--- src/sv/bse_pkg.sv ---
`default_nettype none
package bse_pkg;

	// register indexes of the configuration port
	localparam logic [2:0] REG_MIN_CELL   = 3'd0;
	localparam logic [2:0] REG_MAX_CELL   = 3'd1;
	localparam logic [2:0] REG_SEED_DROP  = 3'd2;
	localparam logic [2:0] REG_TAU        = 3'd3;
	localparam logic [2:0] REG_STORED     = 3'd4;

	localparam logic [13:0] SOC_FULL      = 14'd10000;
	localparam logic [5:0]  SOC_DIV_STEPS = 6'd32;
	localparam logic [5:0]  ALPHA_STEPS   = 6'd16;

	// commands from the controller, at most one set per cycle
	typedef struct packed {
		logic load;
		logic detect;
		logic calib;
		logic span;
		logic prod;
		logic div_soc;
		logic soc_clamp;
		logic prime;
		logic div_alpha;
		logic amul;
		logic update;
		logic out_load;
	} bse_cmd_t;

	typedef struct packed {
		logic div_done;
		logic span_pos;
		logic primed;
		logic out_free;
	} bse_sts_t;

endpackage
`default_nettype wire

--- src/sv/battery_soc_estimator_top.sv ---
// an item runs detection, calibration and span, then the charge quotient and
// smoothing (the first smoothed sample primes the filter); a span that is not
// positive goes straight to the result; one item in flight, and the bit-serial
// divider is shared (32 steps for the charge quotient, 16 for the smoothing weight)
// reset: arst_n asynchronous, active low; registers return to defaults, state clears
`default_nettype none
module battery_soc_estimator_top
	import bse_pkg::*;
(
	input  wire logic        clk,
	input  wire logic        arst_n,
	// input items
	input  wire logic        s_axis_tvalid,
	output logic             s_axis_tready,
	input  wire logic [47:0] s_axis_tdata,  // pack_mv[14:0], now_ms[46:15], zero pad
	// result items
	output logic             m_axis_tvalid,
	input  wire logic        m_axis_tready,
	output logic [31:0]      m_axis_tdata,  // soc_centi_pct[13:0], cells[15:14], full_mv[30:16]
	// register writes, always taken
	input  wire logic        cfg_valid,
	output logic             cfg_ready,
	input  wire logic [2:0]  cfg_index,
	input  wire logic [15:0] cfg_data
);

	bse_cmd_t    cmd;
	bse_sts_t    sts;
	logic [13:0] soc;
	logic [1:0]  cells;
	logic [14:0] full;

	assign cfg_ready = 1'b1;

	// sequencer: one item in flight, result held in the output register
	bse_ctrl u_ctrl (
		.clk      (clk),
		.arst_n   (arst_n),
		.in_valid (s_axis_tvalid),
		.in_ready (s_axis_tready),
		.sts      (sts),
		.cmd      (cmd)
	);

	// cell detection, calibration, conversion and smoothing
	bse_datapath u_dp (
		.clk           (clk),
		.arst_n        (arst_n),
		.cmd           (cmd),
		.sts           (sts),
		.pack_mv       (s_axis_tdata[14:0]),
		.now_ms        (s_axis_tdata[46:15]),
		.cfg_we        (cfg_valid),
		.cfg_index     (cfg_index),
		.cfg_data      (cfg_data),
		.out_ready     (m_axis_tready),
		.out_valid     (m_axis_tvalid),
		.soc_centi_pct (soc),
		.cells         (cells),
		.full_mv       (full)
	);

	assign m_axis_tdata = {1'b0, full, cells, soc};

endmodule
`default_nettype wire

--- src/sv/bse_div.sv ---
`default_nettype none
module bse_div
	import bse_pkg::*;
(
	input  wire logic        clk,
	input  wire logic        arst_n,
	input  wire logic        start,
	input  wire logic [5:0]  steps,
	input  wire logic [32:0] rem_init,
	input  wire logic [31:0] num,
	input  wire logic [32:0] divisor,
	output logic             done,
	output logic [31:0]      quo
);

	logic [32:0] rem_q;
	logic [31:0] num_q;
	logic [31:0] quo_q;
	logic [32:0] div_q;
	logic [5:0]  cnt_q;
	logic        busy_q;
	logic        done_q;
	logic [33:0] trial;
	logic        fits;

	// one restoring step per cycle
	assign trial = {rem_q, num_q[31]};
	assign fits  = trial >= {1'b0, div_q};

	always_ff @(posedge clk or negedge arst_n) begin
		if (!arst_n) begin
			busy_q <= 1'b0;
			done_q <= 1'b0;
			cnt_q  <= '0;
		end else begin
			done_q <= 1'b0;
			if (start) begin
				busy_q <= 1'b1;
				cnt_q  <= steps;
			end else if (busy_q) begin
				cnt_q <= cnt_q - 6'd1;
				if (cnt_q == 6'd1) begin
					busy_q <= 1'b0;
					done_q <= 1'b1;
				end
			end
		end
	end

	always_ff @(posedge clk) begin
		if (start) begin
			rem_q <= rem_init;
			num_q <= num;
			quo_q <= '0;
			div_q <= divisor;
		end else if (busy_q) begin
			rem_q <= fits ? 33'(trial - {1'b0, div_q}) : trial[32:0];
			num_q <= {num_q[30:0], 1'b0};
			quo_q <= {quo_q[30:0], fits};
		end
	end

	assign done = done_q;
	assign quo  = quo_q;

endmodule
`default_nettype wire

--- src/sv/bse_datapath.sv ---
`default_nettype none
module bse_datapath
	import bse_pkg::*;
(
	input  wire logic        clk,
	input  wire logic        arst_n,
	input  wire bse_cmd_t    cmd,
	output bse_sts_t         sts,
	input  wire logic [14:0] pack_mv,
	input  wire logic [31:0] now_ms,
	input  wire logic        cfg_we,
	input  wire logic [2:0]  cfg_index,
	input  wire logic [15:0] cfg_data,
	input  wire logic        out_ready,
	output logic             out_valid,
	output logic [13:0]      soc_centi_pct,
	output logic [1:0]       cells,
	output logic [14:0]      full_mv
);

	logic [12:0] min_cell_q, max_cell_q;
	logic [9:0]  seed_drop_q;
	logic [15:0] tau_q;
	logic [14:0] stored_q;

	logic [14:0] v_q;
	logic [31:0] now_q;
	logic [1:0]  cell_q, ticks_q;
	logic        first_q;
	logic [14:0] calib_q;
	logic        primed_q;
	logic [13:0] smooth_q;
	logic [31:0] last_q;
	logic        span_pos_q, above_pos_q;
	logic [16:0] span_q, above_q;
	logic [29:0] prod_q;
	logic [13:0] soc_q;
	logic [29:0] aprod_q;
	logic        up_q;
	logic        valid_q;
	logic [13:0] soc_out_q;
	logic [1:0]  cells_out_q;
	logic [14:0] full_out_q;

	logic [14:0] nmax, nmin, ndrop, seed_val, base, calib_d;
	logic [16:0] three_max, five_max, two_v;
	logic [1:0]  raw_cnt;
	logic signed [18:0] delta, floor_v, span_v, above_v;
	logic        div_start, div_done;
	logic [5:0]  div_steps;
	logic [32:0] div_rem, div_dvs;
	logic [31:0] div_num, quo;
	logic [31:0] dt;
	logic [15:0] tau_eff;
	logic [13:0] diff;

	assign nmax  = 15'(cell_q) * 15'(max_cell_q);
	assign nmin  = 15'(cell_q) * 15'(min_cell_q);
	assign ndrop = 15'(cell_q) * 15'(seed_drop_q);

	assign two_v     = {1'b0, v_q, 1'b0};
	assign three_max = 17'(max_cell_q) * 17'd3;
	assign five_max  = 17'(max_cell_q) * 17'd5;
	assign raw_cnt   = (two_v < three_max) ? 2'd1 : (two_v < five_max) ? 2'd2 : 2'd3;

	assign seed_val = (stored_q != '0 && stored_q <= nmax) ? stored_q :
		(nmax >= ndrop) ? 15'(nmax - ndrop) : '0;
	assign base    = first_q ? seed_val : calib_q;
	assign calib_d = (v_q > base && v_q <= nmax) ? v_q : base;

	always_comb begin
		delta = 19'(signed'({4'b0, nmax})) - 19'(signed'({4'b0, calib_q}));
		if (delta < 0)
			delta = -delta;
		floor_v = 19'(signed'({4'b0, nmin})) - delta;
		span_v  = 19'(signed'({4'b0, calib_q})) - floor_v;
		above_v = 19'(signed'({4'b0, v_q})) - floor_v;
	end

	assign dt      = now_q - last_q;
	assign tau_eff = (tau_q == '0) ? 16'd1 : tau_q;
	assign diff    = (soc_q >= smooth_q) ? 14'(soc_q - smooth_q) : 14'(smooth_q - soc_q);

	assign div_start = cmd.div_soc | cmd.div_alpha;
	assign div_steps = cmd.div_alpha ? ALPHA_STEPS : SOC_DIV_STEPS;
	assign div_rem   = cmd.div_alpha ? {1'b0, dt} : '0;
	assign div_num   = cmd.div_alpha ? '0 : {2'b0, prod_q};
	assign div_dvs   = cmd.div_alpha ? 33'({1'b0, dt} + 33'(tau_eff)) : 33'(span_q);

	bse_div u_div (
		.clk      (clk),
		.arst_n   (arst_n),
		.start    (div_start),
		.steps    (div_steps),
		.rem_init (div_rem),
		.num      (div_num),
		.divisor  (div_dvs),
		.done     (div_done),
		.quo      (quo)
	);

	always_ff @(posedge clk or negedge arst_n) begin
		if (!arst_n) begin
			min_cell_q  <= 13'd3000;
			max_cell_q  <= 13'd4200;
			seed_drop_q <= 10'd50;
			tau_q       <= 16'd5000;
			stored_q    <= '0;
			cell_q      <= '0;
			ticks_q     <= '0;
			first_q     <= 1'b0;
			calib_q     <= '0;
			primed_q    <= 1'b0;
			smooth_q    <= '0;
			last_q      <= '0;
			span_pos_q  <= 1'b0;
			valid_q     <= 1'b0;
		end else begin
			if (cfg_we) begin
				unique case (cfg_index)
					REG_MIN_CELL:  min_cell_q  <= cfg_data[12:0];
					REG_MAX_CELL:  max_cell_q  <= cfg_data[12:0];
					REG_SEED_DROP: seed_drop_q <= cfg_data[9:0];
					REG_TAU:       tau_q       <= cfg_data;
					REG_STORED:    stored_q    <= cfg_data[14:0];
					default: ;
				endcase
			end
			if (cmd.detect) begin
				first_q <= (cell_q == '0);
				if (cell_q == '0 || cell_q == raw_cnt) begin
					cell_q <= raw_cnt;
				end else if (ticks_q < 2'd2) begin
					ticks_q <= ticks_q + 2'd1;
				end else begin
					cell_q  <= raw_cnt;
					ticks_q <= '0;
				end
			end
			if (cmd.calib)
				calib_q <= calib_d;
			if (cmd.span)
				span_pos_q <= span_v > 0;
			if (cmd.prime) begin
				primed_q <= 1'b1;
				smooth_q <= soc_q;
				last_q   <= now_q;
			end
			if (cmd.update) begin
				smooth_q <= up_q ? 14'(smooth_q + aprod_q[29:16])
					: 14'(smooth_q - aprod_q[29:16]);
				last_q   <= now_q;
			end
			if (cmd.out_load)
				valid_q <= 1'b1;
			else if (out_ready)
				valid_q <= 1'b0;
		end
	end

	always_ff @(posedge clk) begin
		if (cmd.load) begin
			v_q   <= pack_mv;
			now_q <= now_ms;
		end
		if (cmd.span) begin
			above_pos_q <= above_v > 0;
			span_q      <= span_v[16:0];
			above_q     <= above_v[16:0];
		end
		if (cmd.prod)
			prod_q <= above_pos_q ? 30'(above_q * 30'd10000) : '0;
		if (cmd.soc_clamp)
			soc_q <= (quo > 32'(SOC_FULL)) ? SOC_FULL : quo[13:0];
		if (cmd.amul) begin
			up_q    <= soc_q >= smooth_q;
			aprod_q <= 30'(quo[15:0] * diff);
		end
		if (cmd.out_load) begin
			soc_out_q   <= span_pos_q ? smooth_q : '0;
			cells_out_q <= cell_q;
			full_out_q  <= calib_q;
		end
	end

	assign sts.div_done = div_done;
	assign sts.span_pos = span_pos_q;
	assign sts.primed   = primed_q;
	assign sts.out_free = !valid_q || out_ready;

	assign out_valid     = valid_q;
	assign soc_centi_pct = soc_out_q;
	assign cells         = cells_out_q;
	assign full_mv       = full_out_q;

endmodule
`default_nettype wire

--- src/sv/bse_ctrl.sv ---
`default_nettype none
module bse_ctrl
	import bse_pkg::*;
(
	input  wire logic     clk,
	input  wire logic     arst_n,
	input  wire logic     in_valid,
	output logic          in_ready,
	input  wire bse_sts_t sts,
	output bse_cmd_t      cmd
);

	typedef enum logic [11:0] {
		ST_IDLE  = 12'b000000000001,
		ST_DET   = 12'b000000000010,
		ST_CAL   = 12'b000000000100,
		ST_SPAN  = 12'b000000001000,
		ST_PROD  = 12'b000000010000,
		ST_QDIV  = 12'b000000100000,
		ST_CLAMP = 12'b000001000000,
		ST_BR    = 12'b000010000000,
		ST_ADIV  = 12'b000100000000,
		ST_AMUL  = 12'b001000000000,
		ST_UPD   = 12'b010000000000,
		ST_FIN   = 12'b100000000000
	} state_t;

	state_t state_q, state_d;

	assign in_ready = (state_q == ST_IDLE);

	always_comb begin
		state_d = state_q;
		cmd     = '0;
		unique case (state_q)
			ST_IDLE: begin
				if (in_valid) begin
					cmd.load = 1'b1;
					state_d  = ST_DET;
				end
			end
			ST_DET: begin
				cmd.detect = 1'b1;
				state_d    = ST_CAL;
			end
			ST_CAL: begin
				cmd.calib = 1'b1;
				state_d   = ST_SPAN;
			end
			ST_SPAN: begin
				cmd.span = 1'b1;
				state_d  = ST_PROD;
			end
			ST_PROD: begin
				if (sts.span_pos) begin
					cmd.prod = 1'b1;
					state_d  = ST_QDIV;
				end else begin
					state_d = ST_FIN;
				end
			end
			ST_QDIV: begin
				cmd.div_soc = 1'b1;
				state_d     = ST_CLAMP;
			end
			ST_CLAMP: begin
				if (sts.div_done) begin
					cmd.soc_clamp = 1'b1;
					state_d       = ST_BR;
				end
			end
			ST_BR: begin
				if (!sts.primed) begin
					cmd.prime = 1'b1;
					state_d   = ST_FIN;
				end else begin
					cmd.div_alpha = 1'b1;
					state_d       = ST_ADIV;
				end
			end
			ST_ADIV: begin
				if (sts.div_done)
					state_d = ST_AMUL;
			end
			ST_AMUL: begin
				cmd.amul = 1'b1;
				state_d  = ST_UPD;
			end
			ST_UPD: begin
				cmd.update = 1'b1;
				state_d    = ST_FIN;
			end
			ST_FIN: begin
				if (sts.out_free) begin
					cmd.out_load = 1'b1;
					state_d      = ST_IDLE;
				end
			end
			default: state_d = ST_IDLE;
		endcase
	end

	always_ff @(posedge clk or negedge arst_n) begin
		if (!arst_n)
			state_q <= ST_IDLE;
		else
			state_q <= state_d;
	end

endmodule
`default_nettype wire

--- config.mk ---
export PLATFORM = sky130hd
export DESIGN_NAME = battery_soc_estimator_top
export DESIGN_NICKNAME = d
export VERILOG_FILES = /design/src/sv/bse_pkg.sv /design/src/sv/battery_soc_estimator_top.sv /design/src/sv/bse_div.sv /design/src/sv/bse_datapath.sv /design/src/sv/bse_ctrl.sv
export SDC_FILE = /design/constraint.sdc
export NUM_CORES = 2
export LEC_CHECK = 0
export BUFFER_PORTS_ARGS = -buffer_cell sky130_fd_sc_hd__buf_2
export CAP_MARGIN = 5
export CORE_MARGIN = 2
export CORE_UTILIZATION = 40
export CTS_CLUSTER_SIZE = 10
export DETAILED_ROUTE_END_ITERATION = 10
export GPL_ROUTABILITY_DRIVEN = 0
export GPL_TIMING_DRIVEN = 0
export HOLD_SLACK_MARGIN = 0.06
export PLACE_DENSITY = 0.51
export REMOVE_ABC_BUFFERS = 1
export SLEW_MARGIN = 30
export SYNTH_ARGS = -nofsm -noshare
export SYNTH_HDL_FRONTEND = slang
export SYNTH_HIERARCHICAL = 1
export SYNTH_SLANG_ARGS = --single-unit
--- constraint.sdc ---
create_clock -name clk -period 13.75 [get_ports clk]
set_clock_uncertainty 0.2 [all_clocks]
set_input_delay 0 -clock clk [delete_from_list [all_inputs] [get_ports clk]]
set_output_delay 0 -clock clk [all_outputs]
set_load 0.01 [all_outputs]
Yosys cells after proc, flatten, opt, wreduce, memory -nomap -nowiden
Index checks and enable logic that the tools add are counted.

word-level totals
  flip-flop bits (word level) = 474
  bits of input ports = 72
  output and inout bits = 35
  word-level logic and storage cells = 176

operators by class
  add/sub/neg operators = 15
  $mul = 7
  order comparisons = 13
  eq/ne operators = 23
  multiplexer cells = 60
  bitwise operators = 2
  reductions and logical operators = 20

operators with widths
  kind                                                             count
  2-to-1 mux 32 bit                                                5
  case mux 12 bit (12 select lines)                                1
  2-to-1 mux 33 bit                                                3
  2-to-1 mux 12 bit                                                6
  2-to-1 mux 15 bit                                                4
  subtractor 16 x 19 -> 19 bit                                     3
  2-to-1 mux 14 bit                                                4
  subtractor 14 bit                                                3
  greater-than comparator 19 x 1 -> 1 bit, second input constant   2
  greater-or-equal comparator 34 x 33 -> 1 bit                     1
  adder 32 x 16 -> 33 bit                                          1
  subtractor 33 bit                                                1
  greater-than comparator 32 x 14 -> 1 bit, second input constant  1
  subtractor 32 bit                                                1
  less-or-equal comparator 15 bit                                  2
  multiplier 16 x 14 -> 30 bit                                     1
  multiplier 2 x 13 -> 15 bit                                      2
  2-to-1 mux 30 bit                                                1
  multiplier 17 x 10 -> 26 bit, second input constant              1
  2-to-1 mux 1 bit                                                 25
  2-to-1 mux 19 bit                                                1
  negator 16 -> 19 bit                                             1
  2-to-1 mux 6 bit                                                 3
  2-to-1 mux 17 bit                                                1
  48 further kinds                                                 66

Logic depth before layout (Yosys ltp)
  word-level depth = 8
  mapped depth = 43
  gate-level depth less buffers = 41

By module
The synthesis kept the hierarchy.

by module, submodules not included
  module                     instances  cells an instance  area an instance (µm²)  seq. area each (µm²)
  bse_datapath               1          3679               34390.5                 8471.9
  bse_div                    1          701                7463.4                  3783.6
  bse_ctrl                   1          93                 840.8                   301.5
  battery_soc_estimator_top  1          4                  22.5                    0.0

Worst setup path after synthesis
Ideal clock, no wire load.

  path type = flip-flop to flip-flop
  start point = register u_dp.soc_q[0]
  end point = register u_dp.aprod_q[29] (data pin)
  setup time = 0.174 ns
  data arrival time = 9.162 ns
  required time = 13.376 ns
  path slack = 4.214 ns
  cell stages (with the launch flop) = 35
  buffers on the path = 1
  cell sequence = edfxtp_1 inv_1 ha_1 inv_1 fa_1 a21o_1 a21oi_1 a21oi_1 o2111ai_1 a21oi_1 nor2_1 mux2_2 nor4_1 nor2_1 a21oi_1 xnor2_1 clkbuf_1 nand2_1 fa_1 inv_1 fa_1 fa_1 fa_1 fa_1 fa_1 ha_1 nand4_1 nor2_1 o211ai_1 a2111o_1 a311oi_1 o2111ai_1 a21boi_0 nor4_1 a311oi_1

between the ends
  cells in the longest elaborated chain, start to end = 3
  elaborated cells between the ends (all ways) = 5
  classes of those cells = 2 x add/sub; 1 x mul; 1 x order compare; 1 x mux

ends and longest elaborated chain
  item                                                                            line                 text
  start, declared                                                                 bse_datapath.sv:37   logic [13:0] soc_q;
  start signal, assigned                                                          bse_datapath.sv:174  soc_q <= (quo > 32'(SOC_FULL)) ? SOC_FULL : quo[13:0];
  subtractor 14 bit / greater-or-equal comparator 14 bit (equally long branches)  bse_datapath.sv:82   assign diff = (soc_q >= smooth_q) ? 14'(soc_q - smooth_q) : 14'(smooth_q - soc_q);
  2-to-1 mux 14 bit (*)                                                           bse_datapath.sv:82
  multiplier 16 x 14 -> 30 bit (*)                                                bse_datapath.sv:177  aprod_q <= 30'(quo[15:0] * diff);
  end signal, assigned                                                            bse_datapath.sv:177
  end, declared                                                                   bse_datapath.sv:38   logic [29:0] aprod_q;

Every way passes the cells marked *; elsewhere a longest branch is shown, timed or not.
A chain may end at the register's enable or synchronous reset.

Worst setup path after layout
  start point = register u_dp.smooth_q[1]
  end point = register u_dp.aprod_q[29] (data pin)

between the ends
  cells in the longest elaborated chain, start to end = 3
  elaborated cells between the ends (all ways) = 5
  classes of those cells = 2 x add/sub; 1 x mul; 1 x order compare; 1 x mux

ends and longest elaborated chain
  item                                                                            line                 text
  start, declared                                                                 bse_datapath.sv:32   logic [13:0] smooth_q;
  start signal, assigned                                                          bse_datapath.sv:146  smooth_q <= soc_q;
  start signal, assigned                                                          bse_datapath.sv:150  smooth_q <= up_q ? 14'(smooth_q + aprod_q[29:16])
  subtractor 14 bit / greater-or-equal comparator 14 bit (equally long branches)  bse_datapath.sv:82
  2-to-1 mux 14 bit (*)                                                           bse_datapath.sv:82
  multiplier 16 x 14 -> 30 bit (*)                                                bse_datapath.sv:177

Marks and branches as above.

==> run_results.csv <==
group,metric,value,unit
setup_path,r2r_start,"u_dp/smooth_q[1]",
placement,place_area,45200,µm²
clocking,h-tree-depth,2,
grt,antenna_found_initial,4,
timing,tightest_slew,1.02,ns
routing,drc_errors,0,
finish,area_delta_synth_final,13.5,%
placement,port_buffers,103,
synth,synth.area.mux_share,5.82,%
floorplan,coreArea,106000,µm²
grt,grtUsageTotal,21.0,%
timing,finalMaxSlewViolations,0,
setup_path,r2r_setup_slack,2.22,ns
setup_path,path_depth,34,
run_status,status,"completed",
setup_path,end_kind,"flip-flop",
setup_path,reg2reg_depth,34,
setup_path,path_buf_inv,5,
setup_path,r2r_end,"u_dp/aprod_q[29]",
setup_path,worstSetupStartpointType,"flip-flop",
synth,ys_types,107,
finish,drive_above_1_share,10.7,%
synth,synth-seq-cells,454,
finish,design_area,48500,µm²
run,drv_cap,0,
synth,synth_xor_area_share,5.64,%
floorplan,ios,107,
floorplan,die_w,331,µm
clocking,cts_resized,0,
finish,multi_input_area,27800,µm²
placement,dp_hpwl,86300,µm
routing,firstDrtPassIters,5,
clocking,cts_sinks,454,
routing,vias,32100,
clocking,clk_pin_slew,0.06,ns
timing,fmax,0.0867,GHz
synth,synth_top_family_by_area,"adder cells",
synth,synthesis.area,42700,µm²
synth,ys.flop_type,"edfxtp_1",
synth,synth-edff-count,266,
routing,routed_wl,113000,µm
routing,drt-wirelength-per-cell,18.5,µm
setup_path,required,14.00,ns
finish,nets,5461,
synth,yosysWarnings,6,
synth,synthArstFlopShare,34.4,%
timing,rsz0062_at_grt,"false",
finish,fill_cells,10100,
grt,gr-total-overflow,0,
finish,finish.utilization,45.9,%
finish,regArea,12600,µm²
timing,layout_worst_path_cycle_share,83.9,%
synth,ys_seq_area_share,29.4,%
timing,fin_crit,11.53,ns
timing,timing.final.hold_violations,0,
setup_path,worstSetupPathType,"reg -> reg",
floorplan,rows,119,
clocking,cts_root_buf,"clkbuf_16",
setup_path,cp.arrival,11.78,ns
setup_path,max_stage_delay,0.74,ns
synth,synth.area.top_cells,"edfxtp_1 19%, ha_1 14%, fa_1 10%",
timing,max_slew_margin,32.0,%
synth,synth_compound_area_share,13.1,%
synth,synth_top_area_cell,"edfxtp_1",
setup_path,cp_top_family,"adder cells",
setup_path,crit_path_start,"u_dp/smooth_q[1]",
routing,via_per_inst,5.25,
synth,avgSynthCellArea,9.54,µm²
synth,yosys-top-cells-count,"529 x inv_1, 492 x ha_1, 333 x nand2_1",
grt,grt_max_degree,74,
setup_path,path_max_fanout,16,
setup_path,slowest_stage,"nor2_2",
setup_path,path_common_cell,"fa_1",
floorplan,start_util,40.5,%
synth,synth_most_common_cell,"inv_1",
synth,synth_top_area_share,18.7,%
floorplan,dieArea,109000,µm²
grt,grt_pass1_wl,181000,µm
clocking,insertion_delay,0.65,ns
clocking,cts_setup_buffers,0,
clocking,tritoncts,"built",
clocking,cts_buffer_depth,3,
timing,fin_setup_tns,0,ns
setup_path,endpoint,"u_dp/aprod_q[29]",
routing,drt_iter0_drc,1616,
clocking,cts_made_buffers,58,
synth,synthSimpleGateAreaFrac,15.1,%
timing,setup_violations,0,
routing,ant_nets,0,
worst_hold_path,min_path_type,"in -> reg",
synth,synthAdderAreaFrac,24.7,%
grt,grt_pass1_vias,32000,
synth,syn_inst,4477,
floorplan,dieHeight,331,µm
[registers in the layout (all words and copies together) (netlist names), 6 cells and up]
signal and cells:
u_dp/stored_q 15, u_dp/seed_drop_q 10, u_dp/u_div/quo 32, u_dp/max_cell_q 13, u_dp/prod_q 26, u_dp/min_cell_q 13, u_dp/span_q 17, u_dp/v_q 15
u_dp/last_q 32, u_dp/u_div/div_q 33, u_dp/smooth_q 14, u_dp/u_div/num_q 32, u_dp/calib_q 15, u_dp/now_q 32, u_dp/full_mv 15, u_dp/soc_q 14
u_ctrl/state_q 12, u_dp/soc_centi_pct 14, u_dp/above_q 17, u_dp/u_div/rem_q 33, u_dp/u_div/cnt_q 6, u_dp/aprod_q 14, u_dp/tau_q 16
[worst min path at each step]
stage	start	endpoint	slack [ns]	cells past startpoint
floorplan	arst_n	u_ctrl/state_q[10]	-0.50	0
global placement	s_axis_tdata[9]	u_dp/v_q[9]	-0.02	1
detailed placement	arst_n	u_dp/seed_drop_q[2]	-0.29	1
CTS	cfg_data[10]	u_dp/stored_q[10]	0.06	3
global route	cfg_data[10]	u_dp/min_cell_q[10]	0.09	3
finish	cfg_data[10]	u_dp/stored_q[10]	0.10	3
[worst reg2reg max path: cells and delay by family (launching register included)]
kind | cells | cell delay, ns
muxes | 1 | 0.43
xor gates and xnor gates | 1 | 0.30
buffers and inverters | 5 | 0.53
AOI/OAI and AO/OA | 12 | 3.44
adders and majority gates | 8 | 3.91
and+or+nand+nor | 7 | 1.95
DFF | 1 | 0.59
[through the flow]
stage | setup WS (ns) | instances | hold WS (ns)
after detailed placement | 2.35 | 5875 | -0.293
after CTS | 2.31 | 6119 | 0.0645
after global routing | 1.53 | 6120 | 0.0879
final | 2.22 | 6122 | 0.102
after global placement | 1.26 | 5830 | -0.0233
after floorplan | 3.83 | 4336 | -0.496
[logic make-up after synthesis]
| group | after synthesis |
|---|---|
| multiplexers | 228 |
| buffers and inverters | 684 |
| AND/OR/NAND/NOR | 1255 |
| XOR/XNOR | 275 |
| flip-flops | 454 |
| adder cells (fa/ha/maj) | 715 |
| other | 3 |
| AO/OA/AOI/OAI | 863 |
[layout by cell type (no fill, tap or decap), drive strengths merged, types with 20 or more instances in the layout]
cell type | synthesis | final
xnor2 | 189 | 189
nand2 | 333 | 333
mux2i | 65 | 65
a31oi | 31 | 31
dlygate4sd3 | 0 | 134
and3 | 42 | 42
dfxtp | 32 | 32
and2 | 185 | 185
ha | 492 | 492
a21oi | 264 | 264
fa | 218 | 218
xor2 | 86 | 86
nand4 | 26 | 26
o21bai | 57 | 57
nor2 | 228 | 228
clkbuf | 120 | 96
dfrtp | 136 | 136
nor4 | 33 | 33
nand3 | 80 | 80
nor3 | 77 | 77
o21a | 54 | 54
a211oi | 25 | 25
edfxtp | 266 | 266
buf | 31 | 149
nor2b | 103 | 103
mux2 | 163 | 163
o21ai | 165 | 165
inv | 529 | 530
a21o | 108 | 108
nand2b | 57 | 57
or3 | 20 | 20
dfstp | 20 | 20
[repair_timing]
item,in CTS,in global routing
hold buffers,134,1
endpoints found under the setup margin,0,0
endpoints found under the hold margin,353,5
[final cells by class]
type / instances / area share [%]
multi-input combinational: 3349 / 57.3
tap: 1391 / 3.59
inverter: 533 / 4.13
antenna: 2 / 0.0103
clock buffer: 96 / 3.61
clock inverter: 14 / 0.258
timing repair buffer: 283 / 5.16
sequential: 454 / 25.9
[per-layer routing]
layer  up-vias  wire, µm  track usage [%]
met5         -         0                0
met1     15600     54500             29.5
met3       112      4350             2.77
met4         0      1930             4.03
li1      15900         -                -
met2       515     52700             34.8
Power is not shown: default switching activity piles up to over one toggle a cycle in this logic, so the estimate is an artifact.
